### src/pal_pkg.sv
// Shared types, field widths and operation codes for the positional array list.
`timescale 1ns / 1ps

package pal_pkg;

  localparam int MODE_W   = 3;
  localparam int WORD_W   = 32;
  localparam int POS_W    = 9;
  localparam int STATUS_W = 2;
  localparam int COUNT_W  = 9;

  typedef logic [MODE_W-1:0]          pal_mode_t;
  typedef logic signed [WORD_W-1:0]   pal_word_t;
  typedef logic [POS_W-1:0]           pal_pos_t;
  typedef logic [STATUS_W-1:0]        pal_status_t;
  typedef logic [COUNT_W-1:0]         pal_count_t;

  localparam pal_mode_t MODE_APPEND = 3'd0;
  localparam pal_mode_t MODE_INSERT = 3'd1;
  localparam pal_mode_t MODE_REMOVE = 3'd2;
  localparam pal_mode_t MODE_READ   = 3'd3;
  localparam pal_mode_t MODE_WRITE  = 3'd4;

  localparam pal_status_t ST_OK    = 2'd0;
  localparam pal_status_t ST_INDEX = 2'd1;
  localparam pal_status_t ST_FULL  = 2'd2;

  typedef enum logic [2:0] {
    S_IDLE,
    S_EXEC,
    S_SHIFT,
    S_DRAIN,
    S_FINAL,
    S_READ,
    S_DONE
  } pal_state_t;

  typedef struct packed {
    pal_word_t   read_value;
    pal_status_t status;
    pal_count_t  count;
  } pal_result_t;

endpackage

### src/pal_ctrl.sv
// Operation sequencer: bound checks, count, and the one-entry-per-cycle shift engine.
`timescale 1ns / 1ps

module pal_ctrl #(
  parameter int CAPACITY = 256,
  parameter int AW       = 8,
  parameter int CW       = 9
) (
  input  logic                  clk,
  input  logic                  rst,
  input  logic                  req_valid,
  output logic                  req_stall,
  input  pal_pkg::pal_mode_t    mode,
  input  pal_pkg::pal_word_t    value,
  input  pal_pkg::pal_pos_t     position,
  output logic                  res_valid,
  input  logic                  res_ready,
  output pal_pkg::pal_result_t  res,
  output logic                  mem_we,
  output logic [AW-1:0]         mem_waddr,
  output pal_pkg::pal_word_t    mem_wdata,
  output logic                  mem_re,
  output logic [AW-1:0]         mem_raddr,
  input  pal_pkg::pal_word_t    mem_rdata
);
  import pal_pkg::*;

  // compare width covers both the position field and the count
  localparam int WW = (CW > POS_W) ? CW : POS_W;
  localparam logic [CW-1:0] CAP_C = CW'(CAPACITY);

  pal_state_t state, state_next;

  pal_mode_t   cmd_mode;
  pal_word_t   cmd_value;
  logic [WW-1:0] cmd_pos;
  logic [CW-1:0] count;
  logic [AW-1:0] cursor;
  logic          pend_valid;
  logic [AW-1:0] pend_addr;
  pal_word_t     rdv;
  pal_status_t   stat;

  logic [WW-1:0] count_w;
  logic [WW-1:0] cursor_w;
  logic [CW-1:0] count_m1;
  logic          pos_ge, pos_gt, pos_eq, full, is_insert, shift_last, rm_last;
  logic [AW-1:0] cmd_addr;

  always_comb begin
    count_w    = WW'(count);
    cursor_w   = WW'(cursor);
    count_m1   = count - 1'b1;
    pos_ge     = cmd_pos >= count_w;
    pos_gt     = cmd_pos > count_w;
    pos_eq     = cmd_pos == count_w;
    full       = count >= CAP_C;
    is_insert  = cmd_mode == MODE_INSERT;
    cmd_addr   = cmd_pos[AW-1:0];
    rm_last    = (cmd_pos + 1'b1) == count_w;
    // insert walks down to the target slot, remove walks up to the top entry
    shift_last = is_insert ? (cursor_w == cmd_pos) : (CW'(cursor) == count_m1);
  end

  // next state
  always_comb begin
    state_next = state;
    case (state)
      S_IDLE: begin
        if (req_valid) state_next = S_EXEC;
      end
      S_EXEC: begin
        case (cmd_mode)
          MODE_INSERT: state_next = (!pos_gt && !full && !pos_eq) ? S_SHIFT : S_DONE;
          MODE_REMOVE: state_next = (!pos_ge && !rm_last) ? S_SHIFT : S_DONE;
          MODE_READ:   state_next = !pos_ge ? S_READ : S_DONE;
          default:     state_next = S_DONE;
        endcase
      end
      S_SHIFT: begin
        if (shift_last) state_next = S_DRAIN;
      end
      S_DRAIN: state_next = is_insert ? S_FINAL : S_DONE;
      S_FINAL: state_next = S_DONE;
      S_READ:  state_next = S_DONE;
      S_DONE: begin
        if (res_ready) state_next = S_IDLE;
      end
      default: state_next = S_IDLE;
    endcase
  end

  // outputs and memory port drive
  always_comb begin
    req_stall = state != S_IDLE;
    res_valid = 1'b0;
    mem_we    = 1'b0;
    mem_waddr = cmd_addr;
    mem_wdata = cmd_value;
    mem_re    = 1'b0;
    mem_raddr = cmd_addr;
    case (state)
      S_EXEC: begin
        case (cmd_mode)
          MODE_APPEND: begin
            mem_we    = !full;
            mem_waddr = count[AW-1:0];
          end
          MODE_INSERT: mem_we = !pos_gt && !full && pos_eq;
          MODE_WRITE:  mem_we = !pos_ge;
          MODE_READ:   mem_re = !pos_ge;
          default: ;
        endcase
      end
      S_SHIFT: begin
        mem_re    = 1'b1;
        mem_raddr = cursor;
      end
      S_FINAL: mem_we = 1'b1;
      S_DONE:  res_valid = res_ready;
      default: ;
    endcase
    // moved entry is written back in the cycle after its read
    if (pend_valid) begin
      mem_we    = 1'b1;
      mem_waddr = pend_addr;
      mem_wdata = mem_rdata;
    end
  end

  always_comb begin
    res.read_value = rdv;
    res.status     = stat;
    res.count      = count_w[COUNT_W-1:0];
  end

  always_ff @(posedge clk) begin
    if (rst) begin
      state      <= S_IDLE;
      count      <= '0;
      pend_valid <= 1'b0;
    end else begin
      state      <= state_next;
      pend_valid <= state == S_SHIFT;
      pend_addr  <= is_insert ? AW'(cursor + 1'b1) : AW'(cursor - 1'b1);
      case (state)
        S_IDLE: begin
          if (req_valid) begin
            cmd_mode  <= mode;
            cmd_value <= value;
            cmd_pos   <= WW'(position);
            stat      <= ST_OK;
            rdv       <= '0;
          end
        end
        S_EXEC: begin
          case (cmd_mode)
            MODE_APPEND: begin
              if (full) stat <= ST_FULL;
              else count <= count + 1'b1;
            end
            MODE_INSERT: begin
              if (pos_gt) stat <= ST_INDEX;
              else if (full) stat <= ST_FULL;
              else if (pos_eq) count <= count + 1'b1;
              else cursor <= count_m1[AW-1:0];
            end
            MODE_REMOVE: begin
              if (pos_ge) stat <= ST_INDEX;
              else if (rm_last) count <= count_m1;
              else cursor <= AW'(cmd_pos + 1'b1);
            end
            MODE_READ, MODE_WRITE: begin
              if (pos_ge) stat <= ST_INDEX;
            end
            default: ;
          endcase
        end
        S_SHIFT: begin
          if (!shift_last) cursor <= is_insert ? AW'(cursor - 1'b1) : AW'(cursor + 1'b1);
        end
        S_DRAIN: begin
          if (!is_insert) count <= count_m1;
        end
        S_FINAL: count <= count + 1'b1;
        S_READ:  rdv   <= mem_rdata;
        default: ;
      endcase
    end
  end

  a_count_bound: assert property (@(posedge clk) disable iff (rst)
    count <= CAP_C)
    else $error("element count above capacity");

  a_no_rw_overlap: assert property (@(posedge clk) disable iff (rst)
    pend_valid && mem_re |-> pend_addr != mem_raddr)
    else $error("shift reads the entry being written back");

  a_result_free: assert property (@(posedge clk) disable iff (rst)
    res_valid |-> res_ready)
    else $error("result issued while output register is occupied");

  a_result_idle: assert property (@(posedge clk) disable iff (rst)
    res_valid |=> state == S_IDLE)
    else $error("sequencer did not return to idle after a result");

  a_shift_drain: assert property (@(posedge clk) disable iff (rst)
    state == S_DRAIN |-> pend_valid)
    else $error("drain without a pending moved entry");

endmodule

### config.mk
export PLATFORM = sky130hd
export DESIGN_NAME = pal_ctrl
export DESIGN_NICKNAME = d
export VERILOG_FILES = /design/src/pal_pkg.sv /design/src/pal_ctrl.sv
export SDC_FILE = /design/constraint.sdc
export NUM_CORES = 1
export LEC_CHECK = 0
export ABC_AREA = 1
export BUFFER_PORTS_ARGS = -buffer_cell sky130_fd_sc_hd__buf_2
export CORE_MARGIN = 1.5
export CORE_UTILIZATION = 40
export DETAILED_ROUTE_END_ITERATION = 10
export GPL_ROUTABILITY_DRIVEN = 0
export HOLD_SLACK_MARGIN = 0.1
export PLACE_DENSITY = 0.63
export RECOVER_POWER = 50
export SYNTH_ARGS = -nofsm -noshare
export SYNTH_HDL_FRONTEND = slang
export SYNTH_SLANG_ARGS = --single-unit
### constraint.sdc
create_clock -name clk -period 6.15 [get_ports clk]
set_clock_uncertainty 0.1 [all_clocks]
set_input_delay 1.23 -clock clk [delete_from_list [all_inputs] [get_ports clk]]
set_output_delay 1.23 -clock clk [all_outputs]
set_load 0.05 [all_outputs]
; After elaboration in Yosys (flattened, before gate mapping)
; Index checks and enable logic that the tools add are counted.
[classes]
eq_ne = 31
add_sub_neg = 5
bitwise_logic = 1
magnitude_cmp = 3
mux = 48
reduce_logical = 24
[ops]
columns = cell, count
row1 = 8-bit 2-to-1 mux, 12
row2 = 32-bit 2-to-1 mux, 2
row3 = 32-bit one-hot mux with 2 select lines, 1
row4 = 9-bit 2-to-1 mux, 7
row5 = 9-bit one-hot mux with 3 select lines, 2
row6 = 8-bit one-hot mux with 2 select lines, 2
row7 = "3-bit != test, second input constant", 9
row8 = "9-bit by 1-bit adder with 9-bit output, second input constant", 2
row9 = 8-bit by 9-bit equality test with 1-bit output, 2
row10 = 9-bit equality test, 2
row11 = 3-bit one-hot mux with 6 select lines, 1
row12 = 9-bit AND reduction, 2
row13 = 3-bit 2-to-1 mux, 5
row14 = "3-bit by 2-bit equality test with 1-bit output, second input constant", 4
row15 = "3-bit equality test, second input constant", 4
row16 = 2-bit 2-to-1 mux, 6
row17 = "2-bit != test, second input constant", 5
row18 = 9-bit >= comparator, 1
row19 = "9-bit >= comparator, second input constant", 1
row20 = 9-bit > comparator, 1
row21 = 3-bit one-hot mux with 3 select lines, 1
row22 = 3-bit AND reduction, 3
row23 = "9-bit by 1-bit subtractor with 9-bit output, second input constant", 1
row24 = "8-bit by 1-bit adder with 8-bit output, second input constant", 1
row25 = 19 further kinds, 35
[totals]
register_bits = 107
inputBits = 80
wordCells = 122

; Logic depth before layout (Yosys ltp)
[logic_depth]
ltp_word = 7
ltp_mapped = 15
mapped_depth_nobuf = 15

; Least setup slack after synthesis
; No wires, ideal clock.
[synth_timing]
path_kind = register to output
start = register count[7]
end = output mem_re
t_required_ps = 4820
stages_incl_launch_ff = 11
setup_slack_ps = 1802
path_buffers = 1
t_arrival_ps = 3018
path_cell_list = dfxtp_1 -> clkbuf_1 -> inv_1 -> ha_1 -> nand2_1 -> inv_1 -> nand3_1 -> inv_1 -> nor2_1 -> nand2_1 -> o21ai_0
[synth_via]
elab_chain_cells = 4
[synth_lines]
columns = element, line_no
row1 = "start, declared", pal_ctrl.sv:37  ; logic [CW-1:0] count;
row2 = "start signal, assigned", pal_ctrl.sv:160  ; else count <= count + 1'b1;
row3 = "start signal, assigned", pal_ctrl.sv:165  ; else if (pos_eq) count <= count + 1'b1;
row4 = "start signal, assigned", pal_ctrl.sv:170  ; else if (rm_last) count <= count_m1;
row5 = 9-bit >= comparator, pal_ctrl.sv:54  ; pos_ge = cmd_pos >= count_w;
row6 = 1-bit zero test, pal_ctrl.sv:111  ; MODE_READ: mem_re = !pos_ge;
row7 = 1-bit 2-to-1 mux, pal_ctrl.sv:104  ; case (cmd_mode)
row8 = 1-bit one-hot mux with 2 select lines, pal_ctrl.sv:102  ; case (state)
row9 = "end, declared", pal_ctrl.sv:22  ; output logic mem_re,
; Every way passes these cells.

; Final worst setup path
[layout_timing]
start = register state[1]
end = output mem_raddr[0]
[layout_via]
elab_chain_cells = 2
[layout_lines]
columns = element, line_no
row1 = "start, declared", pal_ctrl.sv:32  ; pal_state_t state, state_next;
row2 = "start signal, assigned", pal_ctrl.sv:143  ; state <= state_next;
row3 = 3-bit by 2-bit equality test with 1-bit output, pal_ctrl.sv:102
row4 = 8-bit 2-to-1 mux, pal_ctrl.sv:102
row5 = "end, declared", pal_ctrl.sv:23  ; output logic [AW-1:0] mem_raddr,
; Every way passes these cells.

==> key figures <==
Critical path
  • Cell breakdown of the critical path: inv_1 > nor3_1 > clkbuf_1 > inv_1 > nor2_1 > o21bai_1 > buf_2
  • CP dominant cell by count: inv_1
  • Worst setup EP type: output port
  • Crit Path Category: register to output port
  • Worst path max stage delay: 790 ps
  • Critical path fanouts, max: 26
  • Worst Setup Start Kind: register
  • Critical Path AT: 3200 ps
  • Crit-path slowest cell: clkbuf_1
  • Req. time, crit path: 4820 ps

Placed design
  • # port buffers: 174
  • Cells after DPL: 1141
  • DP Area: approximately 7400 sq um
  • DP Wirelength: 14000 microns

GRT
  • Total gr overflow: 0
  • Global-route wire length before repair: 27900 microns
  • Largest net degree at the start of global routing: 73
  • GRT Overall Usage: 22.1%
  • Vias in the first global route: 5013
  • Initial antenna violation count: 0

Flow run
  • Maxcap violations: 1

Synth
  • Post-synth ARST share: 0%
  • Post-Syn Instances: 784
  • Post-Syn Area per Cell: between 8 and 9 sq um
  • Synth area leader: edfxtp_1
  • Flops & latches, synth: 107
  • Syn. warnings: 0
  • Post-synth net total: 878
  • Netlist cell types: 46
  • Post-synthesis sequential area ratio: 48.0%
  • Leading register cell type out of synthesis: edfxtp_1
  • Top cells by area, synth: edfxtp_1, nand2_1, nor2_1
  • Synthesized area: 6430 sq um
  • Most common cell in the netlist: nand2_1
  • Synth top area share: 43.9%
  • EDFF count, synth: 94
  • Most frequent cells after synthesis: nand2_1, edfxtp_1, nor2_1

Route
  • DRT antenna net count: 0
  • DR vias/cell: roughly 5
  • Initial DRC Count: 409
  • DRC viols: 0
  • Total Wirelength: 19100 microns
  • Routed wire per std cell: around 16 microns
  • Vias: roughly 5800
  • Pre-antenna DRT Iters: 5

CTS
  • Clock tree from TritonCTS: yes
  • Total CTS buffers: 9
  • Post CTS Setup Buffer Count: 0
  • # H-tree levels: 3
  • Clk slew on worst S/H paths: ~80 ps
  • CTS max path bufs: 2
  • Sinks on Clock Net: 107
  • CTS Hold Bufs: 0
  • Clock Tree Root: clkbuf_16
  • Worst-skew pair later-pin latency: ~360 ps
  • Post-CTS Resized: 0

Final layout
  • Post-layout util: 48.6%
  • Final instance area: ~7700 sq um
  • Final #Nets: slightly above 1000
  • Layout cells sized above 1: a little under a fifth
  • Fin cells: 1157
  • FILL cells: 1591
  • Layout area overhead: 19.2%
  • # diodes: 0

STA
  • Worst slew margin: -2.98%
  • Final setup vio count: 0
  • Final hold vios: 0
  • Worst slew pin tran: 1540 ps
  • RSZ-0062 raised after global routing: no
  • Fin crit share: 73.6%
  • TNS Setup: 0 ps
  • Tmin final: roughly 4500 ps
  • Fmax achieved: approximately 0.22 GHz
  • Pins over their slew limit: 33
  • Hold slack: 514 ps

Power and ir drop
  • Maximum vdd drop: 251 uV
  • Pwr per Cell Area: approximately 540 nW/um^2
  • Leak pwr: 3.47 nW

Hold path
  • Min-delay worst type: register to register

Floorplan
  • I/O pin total: ~180
  • Starting Density: 40.8%
  • Core Footprint: 15800 sq um
  • Row count: 46
  • Die width: approximately 130 microns
  • Chip Height: 130 microns
  • Die area: approximately 17000 sq um

Run status
  • Failing checks: max-capacitance violations, max-slew violations
  • Status: complete, but fails checks
-- through the flow --
step | setup WS, ps | power, W
after floorplan | 1800 | 0.00298
after global placement | 2580 | 0.00356
after detailed placement | 2530 | 0.00356
after CTS | 2130 | 0.00417
after global routing | 1370 | 0.00443
final | 1620 | 0.00414
-- worst max-delay path, delay by kind of cell, from the launching register on --
family	cells	cell delay, ps
AOI/OAI and AO/OA	1	170
buffers and inverters	4	1790
DFF	1	350
and+or+nand+nor	2	520
-- routing by layer --
| metal | share of wire (%) | up-vias | global-route usage, % | wire [microns] |
|---|---|---|---|---|
| met5 | 0 | - | 0 | 0 |
| met4 | 2.1 | 0 | 6.93 | 395 |
| met3 | 7.7 | 25 | 4.22 | 1470 |
| met2 | 45 | 211 | 33.8 | 8660 |
| met1 | 45 | 2634 | 31.8 | 8560 |
| li1 | - | 2909 | - | - |
-- cells in the final DEF (no fill, tap or decap), types with 3 or more instances in the layout --
cell type    n
dfxtp_1     13
nor3_2       3
nor2_1      95
clkbuf_1    47
ha_1        14
clkbuf_16    9
nor2_2       3
nor2_4       4
o211ai_1     8
nor3_1       9
a31oi_1      6
xnor2_1      3
edfxtp_1    94
nand2_1    182
buf_2      129
nand2_2      3
a21oi_1     28
nand4_1     17
nor4_1       3
nand3_1     52
xor2_1      21
inv_1       86
inv_2       10
o21ai_0     67
-- final cells by class --
cell class                      instances  area, sq um  share of cell area [%]
Clock buffer                            9          225                    2.94
Clock inverter                          7         80.1                    1.05
Inverter                               97          364                    4.75
Multi-Input combinational cell        544         2810                    36.7
Sequential cell                       107         3080                    40.2
Tap cell                              216          270                    3.53
Timing Repair Buffer                  177          830                    10.8
-- sequential cells by signal, summed over array words and instances (netlist names) --
name and cells:
cmd_pos 9, rdv 32, count 9, state 3, pend_valid 1, stat 2, cmd_value 32, cursor 8
pend_addr 8, cmd_mode 3
-- report_power, final --
part | switching [W] | leakage [nW] | internal (W)
clock network | 0.000309 | 0.146 | 0.000290
logic | 0.00177 | 2.33 | 0.000581
registers | 0.000154 | 0.992 | 0.00104
total | 0.00223 | 3.47 | 0.00191
-- final timing paths --
check	cells past startpoint	startpoint	slack [ps]	to
worst max register to register	8	cmd_mode[2]$_DFFE_PP_	1900	cursor[1]$_DFFE_PP_
worst min-delay path	2	count[1]$_SDFFE_PP0P_	510	count[1]$_SDFFE_PP0P_
worst min register to register	2	count[1]$_SDFFE_PP0P_	510	count[1]$_SDFFE_PP0P_
worst max-delay path	7	state[1]$_SDFFE_PP0P_	1620	mem_raddr[0]
-- cell families (layout without fill, tap and decap cells) --
group / after synthesis / after routing / synth area share, %
AND/OR/NAND/NOR: 380 / 380 / 26.5
buffers and inverters: 133 / 290 / 8.35
AO/OA/AOI/OAI: 123 / 123 / 10.6
flip-flops: 107 / 107 / 48.0
XOR/XNOR: 25 / 25 / 3.52
adder cells (fa/ha/maj): 14 / 14 / 2.72
multiplexers: 2 / 2 / 0.331
(Power assumes the default switching activity.)
